<file path="config.mk">
export PLATFORM = sky130hd
export DESIGN_NAME = tapp_cfg
export DESIGN_NICKNAME = d
export VERILOG_FILES = /design/src/sv/tapp_pkg.sv /design/src/sv/tapp_cfg.sv
export SDC_FILE = /design/constraint.sdc
export NUM_CORES = 1
export LEC_CHECK = 0
export ABC_CLOCK_PERIOD_IN_PS = 3000
export BUFFER_PORTS_ARGS = -buffer_cell sky130_fd_sc_hd__buf_2
export CAP_MARGIN = 25
export CORE_MARGIN = 3
export CORE_UTILIZATION = 53
export CTS_CLUSTER_SIZE = 10
export DETAILED_ROUTE_END_ITERATION = 10
export PLACE_DENSITY = 0.95
export SLEW_MARGIN = 20
export SYNTH_ARGS = -nofsm -noshare
export SYNTH_HDL_FRONTEND = slang
export SYNTH_SLANG_ARGS = --single-unit
</file>
<file path="constraint.sdc">
create_clock -name clk -period 3 [get_ports clk]
set_input_delay 0.6 -clock clk [delete_from_list [all_inputs] [get_ports clk]]
set_output_delay 0.6 -clock clk [all_outputs]
set_load 0.02 [all_outputs]
</file>
<file path="src/sv/tapp_pkg.sv">
// Shared types and constants of the three-axis PID position unit.
// Used by tapp_cfg, tapp_lane, tapp_merge and the top level; depends on nothing.
package tapp_pkg;

	localparam int NUM_AXES_DEF = 3;
	localparam int IO_AXES_MAX  = 3;

	localparam int POS_W    = 32;
	localparam int DT_W     = 21;
	localparam int GAIN_W   = 16;
	localparam int GAINS_W  = 48;
	localparam int LIM_W    = 31;
	localparam int DT_SHIFT = 20;
	localparam int OUT_SHIFT = 8;

	localparam int DIFF_W    = POS_W + 1;
	localparam int MAG_W     = POS_W;
	localparam int DIV_STEPS = MAG_W + DT_SHIFT;
	localparam int CNT_W     = $clog2(DIV_STEPS);
	localparam int Q_W       = POS_W + 1;
	localparam int PROD_W    = POS_W + DT_W + 1;
	localparam int INC_W     = PROD_W - DT_SHIFT;
	localparam int ISUM_W    = INC_W + 1;
	localparam int TERM_W    = GAIN_W + POS_W;
	localparam int SUM_W     = TERM_W + 2;

	localparam int DATA_W      = 64;
	localparam int ADDR_W      = 5;
	localparam int REG_SEL_LSB = 3;
	localparam int REG_SEL_W   = ADDR_W - REG_SEL_LSB;

	localparam logic [REG_SEL_W-1:0] REG_PROP  = 2'd0;
	localparam logic [REG_SEL_W-1:0] REG_INTEG = 2'd1;
	localparam logic [REG_SEL_W-1:0] REG_DERIV = 2'd2;
	localparam logic [REG_SEL_W-1:0] REG_LIMIT = 2'd3;

	localparam logic [GAINS_W-1:0] PROP_RST  = 48'h0100_0100_0100;
	localparam logic [GAINS_W-1:0] INTEG_RST = '0;
	localparam logic [GAINS_W-1:0] DERIV_RST = '0;
	localparam logic [LIM_W-1:0]   LIMIT_RST = 31'd65536;

	localparam logic signed [POS_W-1:0] POS_MAX = {1'b0, {(POS_W-1){1'b1}}};
	localparam logic signed [POS_W-1:0] POS_MIN = {1'b1, {(POS_W-1){1'b0}}};

	typedef struct packed {
		logic [GAINS_W-1:0] kp;
		logic [GAINS_W-1:0] ki;
		logic [GAINS_W-1:0] kd;
		logic [LIM_W-1:0]   lim;
	} tapp_cfg_t;

	typedef struct packed {
		logic            load;
		logic            prep;
		logic            step;
		logic            integ;
		logic            mul;
		logic            hold;
		logic [DT_W-1:0] dt;
	} tapp_ctl_t;

endpackage

</file>
<file path="src/sv/tapp_cfg.sv">
// Configuration register file of the PID position unit, APB-style access.
// Depends on tapp_pkg.
module tapp_cfg (
	input  logic                        clk,
	input  logic                        arst_n,
	input  logic                        psel,
	input  logic                        penable,
	input  logic                        pwrite,
	input  logic [tapp_pkg::ADDR_W-1:0] paddr,
	input  logic [tapp_pkg::DATA_W-1:0] pwdata,
	output logic [tapp_pkg::DATA_W-1:0] prdata,
	output logic                        pready,
	output tapp_pkg::tapp_cfg_t         cfg
);
	import tapp_pkg::*;

	logic [GAINS_W-1:0]   kp_q;
	logic [GAINS_W-1:0]   ki_q;
	logic [GAINS_W-1:0]   kd_q;
	logic [LIM_W-1:0]     lim_q;
	logic [REG_SEL_W-1:0] sel;
	logic                 wr;

	assign pready = 1'b1;
	assign sel    = paddr[ADDR_W-1:REG_SEL_LSB];
	assign wr     = psel & penable & pwrite;

	always_ff @(posedge clk or negedge arst_n) begin
		if (!arst_n) begin
			kp_q  <= PROP_RST;
			ki_q  <= INTEG_RST;
			kd_q  <= DERIV_RST;
			lim_q <= LIMIT_RST;
		end else if (wr) begin
			case (sel)
				REG_PROP:  kp_q  <= pwdata[GAINS_W-1:0];
				REG_INTEG: ki_q  <= pwdata[GAINS_W-1:0];
				REG_DERIV: kd_q  <= pwdata[GAINS_W-1:0];
				REG_LIMIT: lim_q <= pwdata[LIM_W-1:0];
				default: ;
			endcase
		end
	end

	always_comb begin
		case (sel)
			REG_PROP:  prdata = {{(DATA_W-GAINS_W){1'b0}}, kp_q};
			REG_INTEG: prdata = {{(DATA_W-GAINS_W){1'b0}}, ki_q};
			REG_DERIV: prdata = {{(DATA_W-GAINS_W){1'b0}}, kd_q};
			REG_LIMIT: prdata = {{(DATA_W-LIM_W){1'b0}}, lim_q};
			default:   prdata = '0;
		endcase
	end

	assign cfg.kp  = kp_q;
	assign cfg.ki  = ki_q;
	assign cfg.kd  = kd_q;
	assign cfg.lim = lim_q;

endmodule

</file>
## Word level (Yosys, flattened, before mapping)

Index checks and enable logic that the tools add are counted.

| operators by class | value |
|---|---|
| mux-type cells | 1 |
| reductions and logical operators | 5 |
| bitwise operators | 2 |
| eq/ne operators | 3 |

Operators by type and width:

| cell | count |
|---|---|
| 64-bit one-hot mux with 4 select lines | 1 |
| 2-bit AND reduction | 4 |
| 2-bit equality test, second input constant | 2 |
| 1-bit AND | 2 |
| 2-bit by 1-bit equality test with 1-bit output, second input constant | 1 |
| 2-bit zero test | 1 |

| storage, ports and cells | value |
|---|---|
| bits of input ports | 74 |
| register bits | 175 |

## Logic depth before layout (Yosys ltp)

| depth | value |
|---|---|
| word-level depth | 3 |
| depth in mapped cells | 6 |
| mapped depth without buffers | 3 |

## Worst setup path after synthesis

No wires, ideal clock.

| timing | value |
|---|---|
| path kind | input to output |
| start point | in paddr[3] (netlist bit) |
| end point | out prdata[31] (netlist bit) |
| cell stages on the path | 5 |
| arrival time | 1.858 ns |
| slack | 0.542 ns |
| path buffers | 3 |
| cells stage by stage | buf_4 -> buf_2 -> buf_2 -> mux2i_1 -> o21ai_0 |

| between the ends | value |
|---|---|
| cells in the longest elaborated chain, start to end | 2 |
| elaborated cells on any way between the ends | 5 |

RTL lines:

| what | line | text |
|---|---|---|
| start, declared | tapp_cfg.sv:9 | `input logic [tapp_pkg::ADDR_W-1:0] paddr,` |
| 2-bit equality test (tied with other cells) | tapp_cfg.sv:46 | `case (sel)` |
| 64-bit one-hot mux with 4 select lines (*) | tapp_cfg.sv:46 |  |
| end, declared | tapp_cfg.sv:11 | `output logic [tapp_pkg::DATA_W-1:0] prdata,` |

Every way passes the cells marked *; elsewhere a longest branch is shown, timed or not. The select of a mux whose other input is x is not followed.

## Worst setup path in the final report

| timing | value |
|---|---|
| start point | in paddr[3] (netlist bit) |
| end point | out prdata[28] (netlist bit) |

The elaborated chain is that of the path after synthesis.

==> results.cfg <==
[detailed_routing]
routed_wl_mm = 19.90
drc = 0
ant_nets = 0
vias_per_cell = 5.585
drt_iter0_drc = 202
num_vias = 5345
dr.pass1.iters = 4
wl_per_cell_um = 20.79

[sta]
fin_tns_setup_ns = 0
drv_slew = 0
max-slew-margin-rel_pct = 38.04
min_period_ns = 2.435
setup_violations = 0
setup_ws_ns = 0.5649
clock_skew_ns = 0
worstMarginPinSlew_ns = 0.9294
min_period_over_period_pct = 81.17
hold_viol = 0
rsz0062_at_grt = false
fmax_mhz = 410.7

[placement]
dp_hpwl_mm = 13.87
dpl_cell_area_mm2 = 0.009336
dp_slack_ns = 0.5418
port_buffers = 277
place.gp.congestion = 0.8103

[logic_synthesis]
synth-adder-area-share_pct = 0
ys_types = 21
avgSynthCellArea_um2 = 15.89
synth_top_family_by_area = multiplexers
synthXorXnorAreaFrac_pct = 0
synthSimpleGateAreaFrac_pct = 1.376
syn_inst = 492
synth-compound-area-share_pct = 1.088
synthMuxAreaShare_pct = 37.27
synth_seq_cells = 175
yosysSeqAreaShare_pct = 56.07
yosysWarningCount = 0
synth_area_mm2 = 0.007819

[global_routing]
grt_first_pass_wirelength_mm = 31.40
grt_util_met1_pct = 31.97
track_usage_pct = 24.94
met3_usage_pct = 6.773
grt_max_degree = 68
use_met2_pct = 42.71
busiest_layer = met2
grt_pass1_vias = 5652
antenna_found_initial = 0
grt_overflow = 0

[clock_network]
post_cts_buffers = 0
path_clk_slew_ns = 0.06
ctsLongestPathBuffers = 2
cts_tree = built
cts_resized = 0
cts_hold_buf = 0
h-tree-depth = 4
clock_latency_ns = 0.42
numCtsBuffers = 17
clock_sinks = 175
clockRootBuffer = clkbuf_16

[flow_run]
maxCapViolations = 0

[floorplan]
design.die.area_mm2 = 0.01625
rows = 43
core-area_mm2 = 0.01415
dieWidth_um = 127.5
start_util_pct = 55.26
io_pins = 314
die_h_um = 127.5

[cells_and_area]
area_growth_pct = 27.25
fin_nets = 838
nFillCells = 921
fin_area_mm2 = 0.009950
antenna_cells = 0
multi_input_area_mm2 = 0.003183
register_area_mm2 = 0.004384
drive_above_1_share_pct = 68.73

[pwr]
p_leak_nw = 4.973
total_power_mw = 8.408
p_per_area_mw_per_mm2 = 845.1
vdd_drop_max_v = 0.0004978

[setup_path]
cp.arrival_ns = 1.84
endpoint_kind = output port
crit_fanout = 11
cp.required_ns = 2.40
critical_path_class = in2out
cp-start-kind = primary input

[worst_hold_path]
hp-class = in2async

[outcome]
status = completed
==> where the power goes <==
part	internal [mW]	leakage (nW)	switching [mW]
combinational	1.16	2.53	1.58
clock	1.36	0.302	0.913
sequential	2.92	2.14	0.468
==> routing by layer <==
metal / vias up / wire length [um] / share of wire (%)
met4: 0 / 149 / 0.75
met3: 14 / 1560 / 7.8
met2: 259 / 10180 / 51
met1: 2759 / 8011 / 40
li1: 2313 / - / -
met5: - / 0 / 0
==> final cells by class <==
| type | instances | area share, % |
|---|---|---|
| clock buffers | 20 | 4.590 |
| multi-input cells | 281 | 31.99 |
| repair buffers | 288 | 15.48 |
| flip-flops and latches | 175 | 44.06 |
| clock inverters | 12 | 1.572 |
| well taps | 180 | 2.264 |
| inverters | 1 | 0.03773 |
==> flip-flops by register name (all words and copies together), names as in the netlist <==
name	count
ki_q	48
lim_q	31
kd_q	48
kp_q	48
==> stage by stage <==
step           std cells  hold slack (ns)  utilization (%)
2_1_floorplan        507           0.3044                -
3_3_place_gp         925           0.5020            65.98
3_5_place_dp         925           0.5118            65.98
4_1_cts              957           0.1831            70.32
5_1_grt              957           0.1977            70.32
6_report             957           0.1686            70.32
==> path summary, 6_finish.rpt <==
check / depth (start not counted) / from / slack (ns) / endpoint
max: 4 / paddr[3] / 0.56 / prdata[28]
min reg2reg: 1 / kd_q[12]$_DFFE_PN0P_ / 0.52 / kd_q[12]$_DFFE_PN0P_
min: 1 / arst_n / 0.17 / ki_q[44]$_DFFE_PN0P_
max reg2reg: 1 / kd_q[26]$_DFFE_PN0P_ / 2.15 / kd_q[26]$_DFFE_PN0P_
min in group clk: 2 / pwdata[45] / 0.44 / ki_q[45]$_DFFE_PN0P_
max in group asynchronous: 2 / arst_n / 2.05 / lim_q[16]$_DFFE_PN1P_
==> cells by family (layout without fill, tap and decap cells) <==
logic type             Yosys count  count (layout)
AOI/OAI and AO/OA               17              17
buffers and inverters           51             321
DFF                            175             175
muxes                          223             223
other                            2              17
and+or+nand+nor                 24              24
==> synthesized netlist by cell type (all sizes together) <==
| cell type | count | area share, % |
|---|---|---|
| mux2 | 175 | 26 |
| dfrtp | 171 | 55 |
| buf | 44 | 3.8 |
| mux4 | 31 | 8.9 |
| mux2i | 17 | 2.2 |
| nand2 | 17 | 0.82 |
| o21ai | 17 | 1.1 |
| clkbuf | 6 | 0.29 |
| dfstp | 4 | 1.3 |
| conb | 2 | 0.096 |
| inv | 1 | 0.048 |
| nand3 | 1 | 0.064 |
| nand4 | 1 | 0.080 |
| nor2 | 1 | 0.048 |
| nor2b | 1 | 0.080 |
| nor3 | 1 | 0.064 |
| or2 | 1 | 0.080 |
| or3 | 1 | 0.14 |
==> cells in the final DEF, fill, tap and decap left out, drive strengths merged, types with 5 or more instances in the layout <==
master  synthesis  layout
inv             1       5
mux2          175     175
buf            44     288
mux2i          17      17
dfrtp         171     171
clkbuf          6      20
conb            2      17
nand2          17      17
mux4           31      31
o21ai          17      17
==> worst max-delay path, cell delays in order <==
cell    delay [ns]
buf_4         0.24
buf_4         0.27
mux4_2        0.53
buf_2         0.19
No activity file was read; power rests on OpenSTA's default activity.
