===== src/sv/tapp_pkg.sv =====
// Shared types and constants of the three-axis PID position unit.
// Used by tapp_cfg, tapp_lane, tapp_merge and the top level; depends on nothing.
package tapp_pkg;

	localparam int NUM_AXES_DEF = 3;
	localparam int IO_AXES_MAX  = 3;

	localparam int POS_W    = 32;
	localparam int DT_W     = 21;
	localparam int GAIN_W   = 16;
	localparam int GAINS_W  = 48;
	localparam int LIM_W    = 31;
	localparam int DT_SHIFT = 20;
	localparam int OUT_SHIFT = 8;

	localparam int DIFF_W    = POS_W + 1;
	localparam int MAG_W     = POS_W;
	localparam int DIV_STEPS = MAG_W + DT_SHIFT;
	localparam int CNT_W     = $clog2(DIV_STEPS);
	localparam int Q_W       = POS_W + 1;
	localparam int PROD_W    = POS_W + DT_W + 1;
	localparam int INC_W     = PROD_W - DT_SHIFT;
	localparam int ISUM_W    = INC_W + 1;
	localparam int TERM_W    = GAIN_W + POS_W;
	localparam int SUM_W     = TERM_W + 2;

	localparam int DATA_W      = 64;
	localparam int ADDR_W      = 5;
	localparam int REG_SEL_LSB = 3;
	localparam int REG_SEL_W   = ADDR_W - REG_SEL_LSB;

	localparam logic [REG_SEL_W-1:0] REG_PROP  = 2'd0;
	localparam logic [REG_SEL_W-1:0] REG_INTEG = 2'd1;
	localparam logic [REG_SEL_W-1:0] REG_DERIV = 2'd2;
	localparam logic [REG_SEL_W-1:0] REG_LIMIT = 2'd3;

	localparam logic [GAINS_W-1:0] PROP_RST  = 48'h0100_0100_0100;
	localparam logic [GAINS_W-1:0] INTEG_RST = '0;
	localparam logic [GAINS_W-1:0] DERIV_RST = '0;
	localparam logic [LIM_W-1:0]   LIMIT_RST = 31'd65536;

	localparam logic signed [POS_W-1:0] POS_MAX = {1'b0, {(POS_W-1){1'b1}}};
	localparam logic signed [POS_W-1:0] POS_MIN = {1'b1, {(POS_W-1){1'b0}}};

	typedef struct packed {
		logic [GAINS_W-1:0] kp;
		logic [GAINS_W-1:0] ki;
		logic [GAINS_W-1:0] kd;
		logic [LIM_W-1:0]   lim;
	} tapp_cfg_t;

	typedef struct packed {
		logic            load;
		logic            prep;
		logic            step;
		logic            integ;
		logic            mul;
		logic            hold;
		logic [DT_W-1:0] dt;
	} tapp_ctl_t;

endpackage


===== src/sv/tapp_merge.sv =====
// Output stage of the PID position unit: gathers the lane results into one
// result word and holds it for the receiver. Depends on tapp_pkg.
module tapp_merge #(
	parameter int LANES = tapp_pkg::IO_AXES_MAX
) (
	input  logic                              clk,
	input  logic                              arst_n,
	input  logic                              load,
	input  logic                              hold,
	input  logic [LANES*tapp_pkg::POS_W-1:0]   res,
	input  logic                              out_stall,
	output logic                              out_valid,
	output logic                              free,
	output logic signed [tapp_pkg::POS_W-1:0]  drive_x,
	output logic signed [tapp_pkg::POS_W-1:0]  drive_y,
	output logic signed [tapp_pkg::POS_W-1:0]  drive_z
);
	import tapp_pkg::*;

	logic                           valid_q;
	logic [IO_AXES_MAX*POS_W-1:0]   word_d;
	logic [IO_AXES_MAX*POS_W-1:0]   word_q;

	for (genvar a = 0; a < IO_AXES_MAX; a++) begin : g_axis
		if (a < LANES) begin : g_used
			assign word_d[a*POS_W +: POS_W] = hold ? '0 : res[a*POS_W +: POS_W];
		end else begin : g_unused
			assign word_d[a*POS_W +: POS_W] = '0;
		end
	end

	assign free = !valid_q || !out_stall;

	always_ff @(posedge clk or negedge arst_n) begin
		if (!arst_n)
			valid_q <= 1'b0;
		else if (load)
			valid_q <= 1'b1;
		else if (!out_stall)
			valid_q <= 1'b0;
	end

	always_ff @(posedge clk) begin
		if (load)
			word_q <= word_d;
	end

	assign out_valid = valid_q;
	assign drive_x   = word_q[0*POS_W +: POS_W];
	assign drive_y   = word_q[1*POS_W +: POS_W];
	assign drive_z   = word_q[2*POS_W +: POS_W];

endmodule


===== config.mk =====
export PLATFORM = sky130hd
export DESIGN_NAME = tapp_merge
export DESIGN_NICKNAME = d
export VERILOG_FILES = /design/src/sv/tapp_pkg.sv /design/src/sv/tapp_merge.sv
export SDC_FILE = /design/constraint.sdc
export NUM_CORES = 1
export LEC_CHECK = 0
export ABC_CLOCK_PERIOD_IN_PS = 1150
export BUFFER_PORTS_ARGS = -buffer_cell sky130_fd_sc_hd__buf_2
export CAP_MARGIN = 20
export CORE_MARGIN = 3
export CORE_UTILIZATION = 47
export CTS_CLUSTER_DIAMETER = 30
export DETAILED_ROUTE_END_ITERATION = 10
export PLACE_DENSITY_LB_ADDON = 0.1
export SLEW_MARGIN = 20
export SYNTH_ARGS = -nofsm -noshare
export SYNTH_HDL_FRONTEND = slang
export SYNTH_SLANG_ARGS = --single-unit
export TNS_END_PERCENT = 20

===== constraint.sdc =====
create_clock -name clk -period 1.15 [get_ports clk]
set_input_delay 0.1725 -clock clk [delete_from_list [all_inputs] [get_ports clk]]
set_output_delay 0.1725 -clock clk [all_outputs]
set_load 0.02 [all_outputs]

# After elaboration in Yosys (flattened, before gate mapping)
# Cells that the tools add are included.
dict set report op_classes {
  n_eq_ne 1
  muxes 2
  n_reduce_logical 3
}
# op n
set op_table {}
lappend op_table {{zero test 1 bit} 2}
lappend op_table {{two-way mux 1 bit} 2}
lappend op_table {{!= test 2 bit, second input constant} 1}
lappend op_table {{logical OR 1 bit} 1}
dict set report totals {
  word_cells 8
  output_inout_bits 98
  regBits 97
  inputBits 101
}

# Longest topological paths before layout
# Gate-level depths: netlist of the first run.
dict set report depth {
  word_depth 2
  depth_mapped 3
  depth_no_buf 1
}

# Least setup slack after synthesis of the first run
# No wires, ideal clock.
dict set report synth_timing {
  path_kind {flip-flop to output port}
  from {reg valid_q (netlist: out_valid)}
  to {out free}
  t_required_ps 978
  n_path_buf 0
  path_stages_with_launch 2
  slack_ps 343
  arrival_ps 635
  cell_sequence {dfrtp_1 > nand2_1}
}
dict set report synth_via {
  elab_chain_len 2
}
# element line_no
set synth_lines {}
lappend synth_lines {{start: declaration} tapp_merge.sv:20} ;# logic valid_q;
lappend synth_lines {{start signal: assignment} tapp_merge.sv:36} ;# valid_q <= 1'b0;
lappend synth_lines {{start signal: assignment} tapp_merge.sv:38} ;# valid_q <= 1'b1;
lappend synth_lines {{start signal: assignment} tapp_merge.sv:40} ;# valid_q <= 1'b0;
lappend synth_lines {{zero test 1 bit} tapp_merge.sv:32} ;# assign free = !valid_q || !out_stall;
lappend synth_lines {{logical OR 1 bit} tapp_merge.sv:32}
lappend synth_lines {{end: declaration} tapp_merge.sv:13} ;# output logic free,
# No other way between the ends.

# Final worst setup path of the first run
# Same ends and word-level chain as after synthesis.

==> results.txt, run 1 <==
----------------------------------------------------
[Hold path]
  Worst hold path stage count ... 2
  Terminating pin of the worst hold path ... out_valid$_DFFE_PN0P_
  Hold path start ... out_stall
  Hold Crit Class ... primary input to register

[Floorplanning]
  Core region area ... 7330 um^2
  IO Pins ... 199
  Area of the die ... 8740 um^2
  Die outline height ... 93.5 um
  Std-Cell Rows ... 31
  Chip Width ... 93.5 um
  Initial Utilization ... 49.1%

[STA]
  Max-slew violation count ... 0
  F_max ... 901 MHz
  Period utilisation layout ... 96.5%
  Worst slew pin tran ... 198 ps
  Setup violators final ... 0
  Max_slew headroom ... 86.8%
  Final-layout setup total negative slack ... 0 ps
  Minimum period implied by the final worst setup slack ... 1110 ps
  Setup repair after global routing missed its margin ... true
  Worst Hold Margin ... 55.0 ps
  Post-route clock skew ... 0 ps
  Final Hold Violating Endpoints ... 0

[Placed design]
  Final Wtd Congestion ... 0.687
  Count of buffers from port buffering ... 198
  Total placed cells including tap cells ... 500

[Drt]
  WL final ... 7.52 mm
  Initial DRT Pass Iterations ... 4
  Via density per instance ... 4.50
  Per-cell routed wire length ... 14.5 um
  DRC errors left ... 0
  Remaining antenna violation count ... 0
  Iter 0 DRT Violations ... 109
  Vias after detailed routing ... 2328

[Synthesis]
  Number of warning messages in the yosys log ... 0
  Avg Inst Size Synth ... 17.5 um^2
  Netlist cell types ... 8
  Sequential-to-total area share from yosys stat ... 80.8%
  Gate count of the mapped netlist ... 205
  Post-Syn Nets ... 306
  Summed instance area of the synthesized netlist ... 3600 um^2
  Yosys reg bits ... 97

[Power]
  Power density over the cells ... 1530 nW/um^2
  Worst vdd ir ... 883 uV
  Leakage dissipation ... 2.10 nW
  Overall power of the completed layout ... 7.63 mW

[Critical path]
  Worst reg2reg path startpoint ... out_valid$_DFFE_PN0P_
  Capture point of the worst reg-to-reg path ... out_valid$_DFFE_PN0P_
  Data arrival time of the critical path ... 940 ps
  Worst r2r path cells ... 1
  Count of buffer and inverter cells on the critical path ... 1
  Data required time at the worst endpoint ... 980 ps
  Critical-path top delay cell ... sky130_fd_sc_hd__dfrtp_1
  Critical path start-end classification ... register to output port
  Category of the worst setup path capture point ... output port
  Maximum fanout count along the critical path ... 3
  Cell Chain, Critical Path ... nand2_2 -> buf_6
  Biggest cell delay along the critical path ... 410 ps
  Slack of the worst reg-to-reg path ... 480 ps
  Top Family by Delay on Critical Path ... flip-flops
  Type of element launching the critical path ... register

[Global route]
  First-pass GRT wire length ... 11.5 mm
  Total congestion overflow ... 0
  Gr usage total ... 17.7%
  Vias in the first global route ... 2301
  Maximum number of pins on one net before global-route repair ... 46
  Antenna violations before repair ... 0

[Clock network]
  H-tree level count ... 3
  Clock slew at reported path FFs ... 90 ps
  Clock tree from TritonCTS ... done
  Num CTS Buffers ... 9
  Root Buffer ... sky130_fd_sc_hd__clkbuf_8
  Clk sinks ... 97
  Clock latency reported for the late side of the worst-skew pair ... 350 ps
  Maximum buffer depth of the clock tree ... 2
  Number of buffers inserted by post-CTS setup repair ... 0

[Cells and area]
  Number of inserted diodes ... 0
  Filler cell count ... 566
  Most common library cell in the layout ignoring fill and taps ... sky130_fd_sc_hd__buf_2
  Number of nets in the layout ... 514
  Growth of design area from synthesis to finish ... 38.3%
  Flip-flop and latch area ... 2910 um^2
  Fraction of layout cells with a size suffix above 1 ... 52.9%
  Non-filler cells, final ... 517
  Top library cells by usage in the layout, fill and taps aside ... sky130_fd_sc_hd__buf_2, sky130_fd_sc_hd__nor2b_1, sky130_fd_sc_hd__edfxtp_1
  Area taken by multi-input logic gates ... 614 um^2

[Run]
  Max_cap viols ... 0

[Status]
  Outcome ... finished, final reports clean

----------------------------------------------------
[per-stage QoR]
stage / instance area, um^2 / setup slack (ps) / util [%]
2_1_floorplan: 3600 / 343 / -
3_3_place_gp: 4750 / 215 / 64.8
3_5_place_dp: 4750 / 200 / 64.8
4_1_cts: 4970 / 13.1 / 67.8
5_1_grt: 4970 / -19.7 / 67.9
6_report: 4970 / 40.2 / 67.9
[power breakdown]
part / switching [mW] / internal [mW] / total, mW
clock network: 1.10 / 1.20 / 2.30
registers: 0.0626 / 4.19 / 4.25
logic: 0.653 / 0.423 / 1.08
[cells in the mapped netlist]
cell type,instances,area (um^2)
sky130_fd_sc_hd__buf_6,4,45.0
sky130_fd_sc_hd__buf_4,1,7.51
sky130_fd_sc_hd__nand2_1,1,3.75
sky130_fd_sc_hd__dfrtp_1,1,25.0
sky130_fd_sc_hd__nor2b_1,96,601
sky130_fd_sc_hd__a21o_1,1,7.51
sky130_fd_sc_hd__edfxtp_1,96,2880
sky130_fd_sc_hd__buf_2,5,25.0
[worst max-delay path by stage]
stage	start	slack (ps)	endpoint	depth (start not counted)
floorplan	out_valid$_DFFE_PN0P_	340	free	1
global placement	load	220	word_q[39]$_SDFFCE_PP0P_	2
detailed placement	load	200	word_q[39]$_SDFFCE_PP0P_	2
CTS	out_valid$_DFFE_PN0P_	10	free	2
global route	out_valid$_DFFE_PN0P_	-20	free	2
finish	out_valid$_DFFE_PN0P_	40	free	2
[logic make-up (layout without fill, tap and decap cells)]
kind of cell | count (synthesis) | after routing | share of synthesized area (%)
flops | 97 | 97 | 80.8
simple gates | 97 | 97 | 16.8
buf+inv | 10 | 223 | 2.16
compound gates | 1 | 1 | 0.209
[registers in the layout, indices dropped and copies added (netlist names)]
register and count:
out_valid 1, word_q 96
[area by class of cell]
class	count	area share [%]
Tap cell	99	2.49
Sequential cell	97	58.5
Multi-Input combinational cell	98	12.3
Clock buffer	9	2.49
Clock inverter	7	1.71
Timing Repair Buffer	207	22.5
[repair_timing]
action | CTS | global route
endpoints found under the setup margin | 1 | 1
hold buffers | 1 | 0
gates resized for setup | 1 | 2
endpoints found under the hold margin | 1 | 0
[metal layers]
metal  part of all wire, %  global-route usage [%]
met1                    37                    20.3
met3                    12                    6.92
met2                    49                    29.3
met4                   1.9                    8.18
met5                     0                       0
(Power assumes the default switching activity.)
==> run 2: changes to the inputs <==
--- a/config.mk
+++ b/config.mk
@@ -9,7 +9,8 @@
 export BUFFER_PORTS_ARGS = -buffer_cell sky130_fd_sc_hd__buf_2
 export CAP_MARGIN = 20
 export CORE_MARGIN = 3
-export CORE_UTILIZATION = 47
+export CORE_UTILIZATION = 49
+export CTS_BUF_LIST = sky130_fd_sc_hd__clkbuf_8
 export CTS_CLUSTER_DIAMETER = 30
 export DETAILED_ROUTE_END_ITERATION = 10
 export PLACE_DENSITY_LB_ADDON = 0.1
==> run 2 against run 1 <==
  * Count of clock-buffer cells in the layout did not move
  * Non-clock buffer count is 3 lower
  * Flip-flop and latch count unchanged
  * Global-route usage is 0.13 points higher
  * Critical path depth is the same
  * Largest cell class unchanged
  * Die area decreased by 3.8%
  * Largest power group unchanged
  * Critical path type unchanged
  * Highest routed layer unchanged
  * Utilization up 3.0 points
  * Combinational power barely moved
  * Register-to-register slack lost 110 ps
  * Clock skew stayed put
==> results.txt, run 2 (same netlist as run 1, synthesis figures left out) <==
----------------------------------------------------
[Drt]
  Vias after detailed routing ... 2326
  Per-cell routed wire length ... 14.9 um
  Initial DRT Pass Iterations ... 4
  Via density per instance ... 4.55
  Remaining antenna violation count ... 0
  Iter 0 DRT Violations ... 99
  WL final ... 7.59 mm
  DRC errors left ... 0

[STA]
  Setup repair after global routing missed its margin ... true
  Minimum period implied by the final worst setup slack ... 1100 ps
  Max_slew headroom ... 81.6%
  Final-layout setup total negative slack ... 0 ps
  Setup violators final ... 0
  Post-route clock skew ... 0 ps
  Max-slew violation count ... 0
  F_max ... 908 MHz
  Period utilisation layout ... 95.8%
  Final Hold Violating Endpoints ... 0
  Worst slew pin tran ... 276 ps

[Critical path]
  Worst r2r path cells ... 2
  Data arrival time of the critical path ... 930 ps
  Critical path start-end classification ... register to output port
  Data required time at the worst endpoint ... 980 ps
  Slack of the worst reg-to-reg path ... 370 ps
  Category of the worst setup path capture point ... output port
  Worst reg2reg path startpoint ... out_valid$_DFFE_PN0P_
  Maximum fanout count along the critical path ... 3
  Type of element launching the critical path ... register
  Capture point of the worst reg-to-reg path ... out_valid$_DFFE_PN0P_

[Floorplanning]
  Core region area ... 6940 um^2
  Die outline height ... 91.7 um
  IO Pins ... 199
  Chip Width ... 91.7 um
  Std-Cell Rows ... 30
  Area of the die ... 8410 um^2
  Initial Utilization ... 51.8%

[Global route]
  Antenna violations before repair ... 0
  Vias in the first global route ... 2318
  First-pass GRT wire length ... 11.4 mm
  Gr usage total ... 17.9%
  Total congestion overflow ... 0
  Maximum number of pins on one net before global-route repair ... 63

[Clock network]
  Clk sinks ... 97
  Maximum buffer depth of the clock tree ... 2
  Clock tree from TritonCTS ... done
  Clock slew at reported path FFs ... 90 ps
  H-tree level count ... 3
  Root Buffer ... sky130_fd_sc_hd__clkbuf_8
  Num CTS Buffers ... 9
  Clock latency reported for the late side of the worst-skew pair ... 340 ps

[Power]
  Worst vdd ir ... 776 uV
  Leakage dissipation ... 2.08 nW
  Power density over the cells ... 1500 nW/um^2

[Cells and area]
  Number of nets in the layout ... 511
  Largest reg by FF count ... word_q
  Fraction of layout cells with a size suffix above 1 ... 52.3%
  Flip-flop count of the largest register, all copies and words added ... 96
  Top library cells by usage in the layout, fill and taps aside ... sky130_fd_sc_hd__buf_2, sky130_fd_sc_hd__nor2b_1, sky130_fd_sc_hd__edfxtp_1
  Growth of design area from synthesis to finish ... 36.8%
  Share of the core filled with cells ... 70.9%
  Most common library cell in the layout ignoring fill and taps ... sky130_fd_sc_hd__buf_2
  Number of inserted diodes ... 0

[Run]
  Max_cap viols ... 0

[Hold path]
  Worst hold path stage count ... 2
  Terminating pin of the worst hold path ... out_valid$_DFFE_PN0P_
  Hold path start ... out_stall
  Hold Crit Class ... primary input to register

[Placed design]
  Count of buffers from port buffering ... 198
  Final Wtd Congestion ... 0.693
  Half-perimeter wire length of the detailed placement result ... 5.68 mm

[Status]
  Outcome ... finished, final reports clean

----------------------------------------------------
run 2: metrics by stage:
stage | hold slack [ps] | total power, mW | std cells | setup slack (ps) | area [um^2]
floorplan | -123 | 4.89 | 205 | 343 | 3600
CTS | 31.4 | 7.44 | 510 | 19.1 | 4910
finish | 48.3 | 7.38 | 511 | 48.4 | 4920
global route | 62.0 | 7.69 | 511 | -10.3 | 4920
detailed placement | -50.6 | 5.41 | 493 | 184 | 4710
global placement | -52.9 | 5.39 | 493 | 227 | 4710
run 2: power by group:
group | total, mW | internal [mW] | switching, mW
registers | 4.25 | 4.19 | 0.0654
logic | 1.07 | 0.417 | 0.654
clock network | 2.05 | 0.984 | 1.07
run 2: critical path, cell delays in order, from the launching register on:
cell,delay [ps]
sky130_fd_sc_hd__dfrtp_1,400
sky130_fd_sc_hd__nand2_1,80
sky130_fd_sc_hd__buf_6,110
run 2: final cells by class:
cell class                      instances  area, um^2
Fill cell                             501        2020
Clock inverter                          7        61.3
Tap cell                               96         120
Multi-Input combinational cell         98         612
Sequential cell                        97        2910
Timing Repair Buffer                  204        1100
Clock buffer                            9         124
run 2: worst max path at each step:
| stage | from | to | slack, ps |
|---|---|---|---|
| 4_1_cts | out_valid$_DFFE_PN0P_ | free | 20 |
| 3_3_place_gp | hold | word_q[50]$_SDFFCE_PP0P_ | 230 |
| 5_1_grt | out_valid$_DFFE_PN0P_ | free | -10 |
| 2_1_floorplan | out_valid$_DFFE_PN0P_ | free | 340 |
| 6_report | out_valid$_DFFE_PN0P_ | free | 50 |
| 3_5_place_dp | hold | word_q[51]$_SDFFCE_PP0P_ | 180 |
run 2: what timing repair did:
item                                    4_1_cts  5_1_grt
hold buffers                                  1        0
endpoints found under the hold margin         1        0
endpoints found under the setup margin        0        1
gates resized for setup                       0        2
buffers inserted                              0        1
run 2: metal layers:
layer / part of all wire, % / wire, um / GRT usage [%]
met3: 9.4 / 713 / 5.74
met1: 36 / 2710 / 20.1
met4: 1.7 / 129 / 7.54
met2: 53 / 4050 / 31.1
met5: 0 / 0 / 0
